**config.mk**
```make
export PLATFORM = sky130hd
export DESIGN_NAME = linear_equation_stream_solver
export DESIGN_NICKNAME = d
export VERILOG_FILES = /design/src/hdl/less_pkg.sv /design/src/hdl/less_parser.sv /design/src/hdl/less_divider.sv /design/src/hdl/linear_equation_stream_solver.sv
export VERILOG_INCLUDE_DIRS = /design/src /design/src/hdl
export SDC_FILE = /design/constraint.sdc
export NUM_CORES = 1
export LEC_CHECK = 0
export BUFFER_PORTS_ARGS = -buffer_cell sky130_fd_sc_hd__buf_2
export CORE_MARGIN = 1
export CORE_UTILIZATION = 55
export DETAILED_ROUTE_END_ITERATION = 12
export GPL_TIMING_DRIVEN = 0
export MAX_ROUTING_LAYER = met4
export PLACE_DENSITY = 0.73
export SYNTH_ARGS = -nofsm -noshare
export SYNTH_HDL_FRONTEND = slang
export SYNTH_HIERARCHICAL = 1
export SYNTH_SLANG_ARGS = --single-unit
```
**constraint.sdc**
```tcl
create_clock -name clock -period 12.6 [get_ports clock]
set_input_delay 3.15 -clock clock [delete_from_list [all_inputs] [get_ports clock]]
set_output_delay 3.15 -clock clock [all_outputs]
set_load 0.05 [all_outputs]
```
**src/hdl/linear_equation_stream_solver_assert.svh**
```systemverilog
// ----------------------------------------------------------------------------
// Assertion macros for the linear equation stream solver
// Concurrent checks that can be compiled out with NO_ASSERTIONS.
// ----------------------------------------------------------------------------
`ifndef LINEAR_EQUATION_STREAM_SOLVER_ASSERT_SVH
`define LINEAR_EQUATION_STREAM_SOLVER_ASSERT_SVH

`ifndef NO_ASSERTIONS

// property must hold at every clock edge outside reset
`define LESS_ASSERT(label, clk, rst, prop) \
   label: assert property (@(posedge clk) disable iff (rst) (prop)) \
      else $error("less assertion failed");

// expression must never be true outside reset
`define LESS_ASSERT_NEVER(label, clk, rst, expr) \
   label: assert property (@(posedge clk) disable iff (rst) !(expr)) \
      else $error("less forbidden condition seen");

`else

`define LESS_ASSERT(label, clk, rst, prop)
`define LESS_ASSERT_NEVER(label, clk, rst, expr)

`endif

`endif

```
**src/hdl/less_pkg.sv**
```systemverilog
// ----------------------------------------------------------------------------
// less_pkg
// Shared types, character codes and limits of the linear equation solver.
// ----------------------------------------------------------------------------
package less_pkg;

   // accumulator width of term, x and constant sums
   localparam int ACC_WIDTH = 32;
   localparam int DIV_CNT_WIDTH = $clog2(ACC_WIDTH + 1);
   // width for quotient saturation, at least 33 bits
   localparam int QUO_WIDTH = (ACC_WIDTH > 32) ? ACC_WIDTH : 33;

   localparam logic [ACC_WIDTH-1:0] ACC_MAX = {1'b0, {(ACC_WIDTH-1){1'b1}}};
   localparam logic [ACC_WIDTH-1:0] ACC_MIN = {1'b1, {(ACC_WIDTH-1){1'b0}}};

   localparam logic [QUO_WIDTH-1:0] QUO_POS_LIMIT = QUO_WIDTH'(33'h0_7FFF_FFFF);
   localparam logic [QUO_WIDTH-1:0] QUO_NEG_LIMIT = QUO_WIDTH'(33'h0_8000_0000);
   localparam logic [31:0] XV_MAX = 32'h7FFF_FFFF;
   localparam logic [31:0] XV_MIN = 32'h8000_0000;

   // character codes
   localparam logic [7:0] CH_EQUAL = 8'h3D;
   localparam logic [7:0] CH_PLUS  = 8'h2B;
   localparam logic [7:0] CH_MINUS = 8'h2D;
   localparam logic [7:0] CH_X     = 8'h78;
   localparam logic [7:0] CH_ZERO  = 8'h30;
   localparam logic [7:0] CH_NINE  = 8'h39;
   localparam int RADIX = 10;

   typedef enum logic [1:0] {
      STATUS_UNIQUE   = 2'd0,
      STATUS_NONE     = 2'd1,
      STATUS_INFINITE = 2'd2
   } status_type;

   typedef enum logic [2:0] {
      S_IDLE,
      S_CLOSE,
      S_PREP,
      S_DIVIDE,
      S_OUTPUT
   } state_type;

   typedef struct packed {
      logic [7:0] ch;
      logic       last;
   } req_type;

   typedef struct packed {
      logic [1:0]         status;
      logic signed [31:0] x_value;
   } rsp_type;

   // parser commands from the sequencer
   typedef struct packed {
      logic step_char;
      logic close_final;
      logic clear;
   } parse_ctrl_type;

   // divider status back to the sequencer
   typedef struct packed {
      logic busy;
      logic done;
   } div_status_type;

endpackage

```
**src/hdl/less_parser.sv**
```systemverilog
// ----------------------------------------------------------------------------
// less_parser
// Character decode, term builder and the shared saturating adder that
// folds closed terms into the x and constant sums.
// ----------------------------------------------------------------------------
module less_parser (
   input  logic                           clock,
   input  logic                           reset,
   input  less_pkg::parse_ctrl_type       ctrl,
   input  logic [7:0]                     ch,
   output logic [less_pkg::ACC_WIDTH-1:0] x_net,
   output logic [less_pkg::ACC_WIDTH-1:0] const_net
);
   import less_pkg::*;

   logic                 on_right_side_ff, on_right_side_in;
   logic                 term_negative_ff, term_negative_in;
   logic [ACC_WIDTH-1:0] term_number_ff, term_number_in;
   logic                 term_has_digits_ff, term_has_digits_in;
   logic [ACC_WIDTH-1:0] x_net_ff, x_net_in;
   logic [ACC_WIDTH-1:0] const_net_ff, const_net_in;

   logic                 is_digit;
   logic [ACC_WIDTH+3:0] term_scaled;
   logic                 do_close;
   logic                 close_is_x;
   logic [ACC_WIDTH-1:0] close_mag;
   logic [ACC_WIDTH-1:0] close_val;
   logic [ACC_WIDTH-1:0] add_acc;
   logic [ACC_WIDTH:0]   add_sum;
   logic [ACC_WIDTH-1:0] add_sat;

   assign is_digit = (ch >= CH_ZERO) && (ch <= CH_NINE);

   // term * 10 + digit, saturated at the signed maximum
   assign term_scaled = ({4'b0, term_number_ff} << 3) + ({4'b0, term_number_ff} << 1)
                        + (ACC_WIDTH+4)'(ch - CH_ZERO);

   // which close the adder serves this cycle
   always_comb begin
      do_close   = 1'b0;
      close_is_x = 1'b0;
      if (ctrl.close_final) begin
         do_close = 1'b1;
      end else if (ctrl.step_char) begin
         if (ch == CH_X) begin
            do_close   = 1'b1;
            close_is_x = 1'b1;
         end else if (ch == CH_PLUS || ch == CH_MINUS || ch == CH_EQUAL) begin
            do_close = 1'b1;
         end
      end
   end

   // signed term value, then the one saturating adder
   assign close_mag = (close_is_x && !term_has_digits_ff) ? ACC_WIDTH'(1) : term_number_ff;
   assign close_val = (term_negative_ff ^ on_right_side_ff) ? (~close_mag + 1'b1) : close_mag;
   assign add_acc   = close_is_x ? x_net_ff : const_net_ff;
   assign add_sum   = {add_acc[ACC_WIDTH-1], add_acc} + {close_val[ACC_WIDTH-1], close_val};
   assign add_sat   = (add_sum[ACC_WIDTH] != add_sum[ACC_WIDTH-1])
                      ? (add_sum[ACC_WIDTH] ? ACC_MIN : ACC_MAX)
                      : add_sum[ACC_WIDTH-1:0];

   // next state
   always_comb begin
      on_right_side_in   = on_right_side_ff;
      term_negative_in   = term_negative_ff;
      term_number_in     = term_number_ff;
      term_has_digits_in = term_has_digits_ff;
      x_net_in           = x_net_ff;
      const_net_in       = const_net_ff;
      if (ctrl.clear) begin
         on_right_side_in   = 1'b0;
         term_negative_in   = 1'b0;
         term_number_in     = '0;
         term_has_digits_in = 1'b0;
         x_net_in           = '0;
         const_net_in       = '0;
      end else begin
         if (do_close) begin
            if (close_is_x) begin
               x_net_in = add_sat;
            end else begin
               const_net_in = add_sat;
            end
            term_negative_in   = 1'b0;
            term_number_in     = '0;
            term_has_digits_in = 1'b0;
         end
         if (ctrl.step_char && !ctrl.close_final) begin
            if (is_digit) begin
               term_number_in = (term_scaled > {4'b0, ACC_MAX})
                                ? ACC_MAX : term_scaled[ACC_WIDTH-1:0];
               term_has_digits_in = 1'b1;
            end else if (ch == CH_MINUS) begin
               term_negative_in = 1'b1;
            end else if (ch == CH_EQUAL) begin
               on_right_side_in = 1'b1;
            end
         end
      end
   end

   always_ff @(posedge clock) begin
      if (reset) begin
         on_right_side_ff   <= 1'b0;
         term_negative_ff   <= 1'b0;
         term_number_ff     <= '0;
         term_has_digits_ff <= 1'b0;
         x_net_ff           <= '0;
         const_net_ff       <= '0;
      end else begin
         on_right_side_ff   <= on_right_side_in;
         term_negative_ff   <= term_negative_in;
         term_number_ff     <= term_number_in;
         term_has_digits_ff <= term_has_digits_in;
         x_net_ff           <= x_net_in;
         const_net_ff       <= const_net_in;
      end
   end

   assign x_net     = x_net_ff;
   assign const_net = const_net_ff;

endmodule

```
**src/hdl/less_divider.sv**
```systemverilog
// ----------------------------------------------------------------------------
// less_divider
// Restoring unsigned divider, one quotient bit per cycle over one shared
// subtractor.
// ----------------------------------------------------------------------------
module less_divider (
   input  logic                           clock,
   input  logic                           reset,
   input  logic                           start,
   input  logic [less_pkg::ACC_WIDTH-1:0] dividend,
   input  logic [less_pkg::ACC_WIDTH-1:0] divisor,
   output less_pkg::div_status_type       status,
   output logic [less_pkg::ACC_WIDTH-1:0] quotient
);
   import less_pkg::*;

   logic                     busy_ff, busy_in;
   logic [DIV_CNT_WIDTH-1:0] count_ff, count_in;
   logic [ACC_WIDTH:0]       rem_ff, rem_in;
   logic [ACC_WIDTH-1:0]     quo_ff, quo_in;
   logic [ACC_WIDTH-1:0]     dsr_ff, dsr_in;

   logic [ACC_WIDTH:0]       rem_shift;
   logic [ACC_WIDTH:0]       rem_diff;
   logic                     last_step;

   assign rem_shift = {rem_ff[ACC_WIDTH-1:0], quo_ff[ACC_WIDTH-1]};
   assign rem_diff  = rem_shift - {1'b0, dsr_ff};
   assign last_step = busy_ff && (count_ff == DIV_CNT_WIDTH'(ACC_WIDTH - 1));

   // one trial subtraction per cycle
   always_comb begin
      busy_in  = busy_ff;
      count_in = count_ff;
      rem_in   = rem_ff;
      quo_in   = quo_ff;
      dsr_in   = dsr_ff;
      if (start) begin
         busy_in  = 1'b1;
         count_in = '0;
         rem_in   = '0;
         quo_in   = dividend;
         dsr_in   = divisor;
      end else if (busy_ff) begin
         if (!rem_diff[ACC_WIDTH]) begin
            rem_in = rem_diff;
            quo_in = {quo_ff[ACC_WIDTH-2:0], 1'b1};
         end else begin
            rem_in = rem_shift;
            quo_in = {quo_ff[ACC_WIDTH-2:0], 1'b0};
         end
         count_in = count_ff + 1'b1;
         if (last_step) begin
            busy_in = 1'b0;
         end
      end
   end

   always_ff @(posedge clock) begin
      if (reset) begin
         busy_ff  <= 1'b0;
         count_ff <= '0;
      end else begin
         busy_ff  <= busy_in;
         count_ff <= count_in;
      end
   end

   always_ff @(posedge clock) begin
      rem_ff <= rem_in;
      quo_ff <= quo_in;
      dsr_ff <= dsr_in;
   end

   assign status.busy = busy_ff;
   assign status.done = last_step;
   assign quotient    = quo_ff;

endmodule

```
**src/hdl/linear_equation_stream_solver.sv**
```systemverilog
// ----------------------------------------------------------------------------
// linear_equation_stream_solver
// Parses a linear equation in x one character per item and solves it.
// ----------------------------------------------------------------------------
// Usage
//   req channel: one ASCII character per item, last set on the final one.
//   Characters other than digits, '+', '-', 'x' and '=' are ignored.
//   rsp channel: one item per equation: status and x_value.
//   Characters without last are accepted back to back. After the last
//   character the sequencer closes the pending term, prepares operands,
//   runs the restoring divider (one quotient bit per cycle) and writes
//   the result register; the divider is skipped when the x sum is zero.
//   req_stall is high from the close until the result is written, so
//   the characters of the next equation are not taken before then.
//   The result register holds its item while rsp_stall is high; new
//   characters are taken meanwhile, and a finished result waits in the
//   output step until the register frees.
//   Reset clears the sums, the term, the side flag and rsp_valid.
// ----------------------------------------------------------------------------
module linear_equation_stream_solver (
   input  logic              clock,
   input  logic              reset,
   input  logic              req_valid,
   output logic              req_stall,
   input  less_pkg::req_type req_item,
   output logic              rsp_valid,
   input  logic              rsp_stall,
   output less_pkg::rsp_type rsp_item
);
   import less_pkg::*;
`include "linear_equation_stream_solver_assert.svh"

   state_type state_ff, state_in;
   logic      rsp_valid_ff, rsp_valid_in;
   rsp_type   rsp_item_ff, rsp_item_in;
   logic      [1:0] status_ff, status_in;
   logic      q_neg_ff, q_neg_in;
   logic      x_zero_ff, x_zero_in;

   parse_ctrl_type       parse_ctrl;
   div_status_type       div_status;
   logic [ACC_WIDTH-1:0] x_net;
   logic [ACC_WIDTH-1:0] const_net;
   logic [ACC_WIDTH-1:0] quotient;
   logic                 div_start;
   logic                 accept;

   logic [ACC_WIDTH-1:0] c_val;
   logic [ACC_WIDTH-1:0] c_mag;
   logic [ACC_WIDTH-1:0] x_mag;
   logic [QUO_WIDTH-1:0] quo_ext;
   logic [31:0]          quo_low;
   logic [31:0]          x_value_sat;
   logic                 rsp_free;

   assign accept    = req_valid && !req_stall;
   assign req_stall = (state_ff != S_IDLE);
   assign rsp_free  = !rsp_valid_ff || !rsp_stall;

   // operands: c = -const_net, saturated; magnitudes for the divider
   assign c_val = (const_net == ACC_MIN) ? ACC_MAX : (~const_net + 1'b1);
   assign c_mag = c_val[ACC_WIDTH-1] ? (~c_val + 1'b1) : c_val;
   assign x_mag = x_net[ACC_WIDTH-1] ? (~x_net + 1'b1) : x_net;

   // sign and 32-bit saturation of the quotient
   assign quo_ext = QUO_WIDTH'(quotient);
   assign quo_low = quo_ext[31:0];
   always_comb begin
      if (x_zero_ff) begin
         x_value_sat = '0;
      end else if (q_neg_ff) begin
         x_value_sat = (quo_ext > QUO_NEG_LIMIT) ? XV_MIN : (~quo_low + 1'b1);
      end else begin
         x_value_sat = (quo_ext > QUO_POS_LIMIT) ? XV_MAX : quo_low;
      end
   end

   // sequencer
   always_comb begin
      state_in              = state_ff;
      status_in             = status_ff;
      q_neg_in              = q_neg_ff;
      x_zero_in             = x_zero_ff;
      rsp_item_in           = rsp_item_ff;
      rsp_valid_in          = rsp_valid_ff && rsp_stall;
      parse_ctrl.step_char   = 1'b0;
      parse_ctrl.close_final = 1'b0;
      parse_ctrl.clear       = 1'b0;
      div_start             = 1'b0;
      case (state_ff)
         S_IDLE: begin
            if (accept) begin
               parse_ctrl.step_char = 1'b1;
               if (req_item.last) begin
                  state_in = S_CLOSE;
               end
            end
         end
         S_CLOSE: begin
            parse_ctrl.close_final = 1'b1;
            state_in = S_PREP;
         end
         S_PREP: begin
            parse_ctrl.clear = 1'b1;
            q_neg_in  = c_val[ACC_WIDTH-1] ^ x_net[ACC_WIDTH-1];
            x_zero_in = (x_net == '0);
            if (x_net == '0) begin
               status_in = (c_val == '0) ? STATUS_INFINITE : STATUS_NONE;
               state_in  = S_OUTPUT;
            end else begin
               status_in = STATUS_UNIQUE;
               div_start = 1'b1;
               state_in  = S_DIVIDE;
            end
         end
         S_DIVIDE: begin
            if (div_status.done) begin
               state_in = S_OUTPUT;
            end
         end
         S_OUTPUT: begin
            if (rsp_free) begin
               rsp_valid_in         = 1'b1;
               rsp_item_in.status   = status_ff;
               rsp_item_in.x_value  = x_value_sat;
               state_in             = S_IDLE;
            end
         end
         default: begin
            state_in = S_IDLE;
         end
      endcase
   end

   always_ff @(posedge clock) begin
      if (reset) begin
         state_ff     <= S_IDLE;
         rsp_valid_ff <= 1'b0;
      end else begin
         state_ff     <= state_in;
         rsp_valid_ff <= rsp_valid_in;
      end
   end

   always_ff @(posedge clock) begin
      rsp_item_ff <= rsp_item_in;
      status_ff   <= status_in;
      q_neg_ff    <= q_neg_in;
      x_zero_ff   <= x_zero_in;
   end

   less_parser u_parser (
      .clock     (clock),
      .reset     (reset),
      .ctrl      (parse_ctrl),
      .ch        (req_item.ch),
      .x_net     (x_net),
      .const_net (const_net)
   );

   less_divider u_divider (
      .clock    (clock),
      .reset    (reset),
      .start    (div_start),
      .dividend (c_mag),
      .divisor  (x_mag),
      .status   (div_status),
      .quotient (quotient)
   );

   assign rsp_valid = rsp_valid_ff;
   assign rsp_item  = rsp_item_ff;

   // a new result only comes out of the output step
   `LESS_ASSERT(a_rsp_from_output, clock, reset,
      $rose(rsp_valid_ff) |-> $past(state_ff == S_OUTPUT))
   // the divider runs only while the sequencer waits on it
   `LESS_ASSERT(a_div_in_divide, clock, reset,
      div_status.busy |-> (state_ff == S_DIVIDE))
   // without a unique solution the value is zero
   `LESS_ASSERT(a_no_value_without_solution, clock, reset,
      (rsp_valid_ff && rsp_item_ff.status != STATUS_UNIQUE) |->
      (rsp_item_ff.x_value == '0))
   // the sums are clear once an equation has been handed off
   `LESS_ASSERT(a_sums_cleared, clock, reset,
      (state_ff == S_DIVIDE) |-> (x_net == '0 && const_net == '0))
   // a status code beyond infinite is never produced
   `LESS_ASSERT_NEVER(a_status_range, clock, reset,
      rsp_valid_ff && rsp_item_ff.status == 2'd3)

endmodule

```
==> summary.md <==
| Metric | Value |
|---|---|
| Final WS setup | `2600 ps` |
| Setup Buffers After CTS | `0` |
| Reg2Reg Depth | `26` |
| Pins over their slew limit | `0` |
| Crit path kind | `input pin to register` |
| Hold crit path type | `register to register` |
| Fillers | `3,157` |
| Num rows | `69` |
| Clock Sinks | `244` |
| Routed vias/inst | `6.25` |
| Critical Path Sink Type | `register` |
| Post-Synthesis Cells | `2,442` |
| Worst VDD drop | `0.000114 V` |
| Ant diodes | `0` |
| Synth warnings | `6` |
| Hold-fix buffers, CTS | `0` |
| Largest net degree at the start of global routing | `35` |
| Hold-critical path depth | `0` |
| Hold Path Origin | `status_ff[1]$_SDFFCE_PN0P_` |
| Unrepaired setup endpoints after global routing | `no` |
| Dpl hpwl | `46,900 um` |
| FF-to-FF Start | `state_ff[0]$_SDFFE_PP0P_` |
| Status | `finished clean` |
| Via count | `18,800` |
| MaxCap Viol Count | `0` |
| Detail Route Antenna Nets | `0` |
| Top-Level Pins | `49` |
| CTS max path bufs | `3` |
| Max Clock Skew | `9.49 ps` |
| WHS | `approximately 470 ps` |
| Final WL | `58,900 um` |
| Worst Path Required | `13,070 ps` |
| Syn Nets | `between 2,000 and 3,000` |
| Slew headroom | `a little over an eighth` |
| Number of global-route vias before repair | `18,000` |
| Gr usage total | `31.8%` |
| Post-Syn Area per Cell | `8.30 um^2` |
| Clock root buffer | `clkbuf_16` |
| Worst r2r dst | `u_parser/x_net[4]$_SDFFE_PP0P_` |
| Fin crit share | `79.3%` |
| Lkg Pwr | `~9 nW` |
| Total core area | `35,900 um^2` |
| Gr ovfl total | `0` |
| Layout Nets | `2,677` |
| Final Setup Violations | `0` |
| Setup TNS Final | `0 ps` |
| Layout Cells excl Fill | `3,004` |
| CTS tree | `done` |
| Drt drc | `0` |
| Final Hold Vio Count | `0` |
| Post-CTS Resized | `0` |
| Die H | `about 190 um` |
| CTS Buf Count | `27` |
| Die Wd | `194 um` |
| Skew-Pair Late Insertion Delay | `560 ps` |
| Hold EP | `rsp_item[33]$_DFFE_PP_` |
| Worst-margin pin slew | `between 1000 and 1500 ps` |
| Worst-path clk slew | `60 ps` |
| Placer Congestion | `0.964` |
| Dpl cells | `between 2,000 and 3,000` |
| CP Max Fanout | `10` |
| Fmax | `100 MHz` |
| Initial Util | `56.5%` |
| Starting DRT DRC Count | `1,212` |
| Initial antenna violation count | `0` |
| Post-Syn Area | `20,300 um^2` |
| Crit start category | `input pin` |
| DR WL/cell | `19.6 um` |
| Worst EP arrival | `10,460 ps` |
| PD cells | `around 160 nW/um^2` |
| Layout cells sized above 1 | `9.95%` |
| Flop2flop setup slack | `4730 ps` |
| Die footprint | `~38,000 um^2` |
| DR pass1 iterations | `6` |
| Worst slack, placed | `2140 ps` |
| H-tree levels | `1` |
| Area delta synth->final | `8.99%` |
| Port bufs | `48` |
| Crit path time final | `10000 ps` |
| Power, Total | `0.00359 W` |
| First-pass GRT wire length | `94,500 um` |
[per-layer routing]
metal  vias to the layer above  GRT usage (%)  routed length (um)
li1                       9209              -                   -
met2                       565           55.3               28800
met5                         -              -                   0
met3                       149           3.11                2520
met1                      8840           36.7               24700
met4                         0           15.1                2900
[how the worst max path moves through the flow]
stage | startpoint | end | slack (ps) | depth (start not counted)
global placement | req_item[5] | u_parser/term_number_ff[1]$_SDFF_PP0_ | 1370 | 16
floorplan | req_item[5] | u_parser/term_number_ff[3]$_SDFF_PP0_ | 3370 | 15
CTS | req_item[5] | u_parser/const_net[1]$_SDFFE_PP0P_ | 2700 | 26
detailed placement | req_item[5] | u_parser/const_net[1]$_SDFFE_PP0P_ | 2140 | 26
finish | req_item[5] | u_parser/x_net[4]$_SDFFE_PP0P_ | 2600 | 26
global route | req_item[5] | u_parser/const_net[2]$_SDFFE_PP0P_ | 2150 | 26
[power by group]
group | switching (W) | leakage (nW) | internal (W) | total (W)
sequential | 0.0000964 | 2.07 | 0.000902 | 0.000999
combinational | 0.00108 | 6.43 | 0.000684 | 0.00176
clock | 0.000333 | 0.460 | 0.000502 | 0.000835
total | 0.00151 | 8.96 | 0.00209 | 0.00359
[metrics by stage]
step / cell area, um^2 / utilization, %
final: 22100 / 61.5
after global routing: 22100 / 61.5
after CTS: 22100 / 61.5
after detailed placement: 21200 / 58.9
after global placement: 21100 / 58.7
after floorplan: 20300 / -
[placed cells by master, fill, tap and decap left out, types with 69 or more instances in the layout]
| master | count |
|---|---|
| nor2_1 | 208 |
| a21oi_1 | 224 |
| edfxtp_1 | 102 |
| o21ai_0 | 152 |
| dfxtp_1 | 142 |
| inv_1 | 103 |
| xnor2_1 | 125 |
| buf_2 | 69 |
| clkbuf_1 | 101 |
| ha_1 | 109 |
| nand2_1 | 245 |
[flip-flops by register name, indices dropped and copies added, names as in the netlist]
signal	cells
rsp_item	34
u_divider/dsr_ff	32
u_divider/quotient	32
u_divider/rem_ff	32
u_parser/const_net	32
u_parser/term_number_ff	32
u_parser/x_net	32
u_divider/count_ff	6
state_ff	3
status_ff	2
q_neg_ff	1
rsp_valid	1
u_divider/busy_ff	1
u_parser/on_right_side_ff	1
u_parser/term_has_digits_ff	1
u_parser/term_negative_ff	1
x_zero_ff	1
[layout make-up]
class	count	area, um^2	area share [%]
clock inverter	13	153	0.691
timing repair buffer	51	283	1.28
multi-input combinational	1958	13400	60.6
buffer	136	601	2.72
tap	461	577	2.61
clock buffer	37	795	3.59
sequential	244	5910	26.7
inverter	104	390	1.77
[worst max-delay path, cell delays in order]
cell	delay (ps)
buf_2	140
ha_1	310
nor4b_2	440
and3_1	220
clkbuf_1	550
nand2b_1	100
clkbuf_1	230
clkbuf_1	310
nand2_1	170
ha_1	360
o21ai_1	290
or4_1	490
and3_1	200
nor3_1	250
ha_1	270
clkbuf_1	230
a21oi_1	230
o21ai_0	100
a21o_1	170
o21ai_1	370
a211oi_1	200
or3b_2	490
a21boi_1	520
buf_2	370
nor2_1	110
o21ai_0	170
No activity file was read; power rests on OpenSTA's default activity.
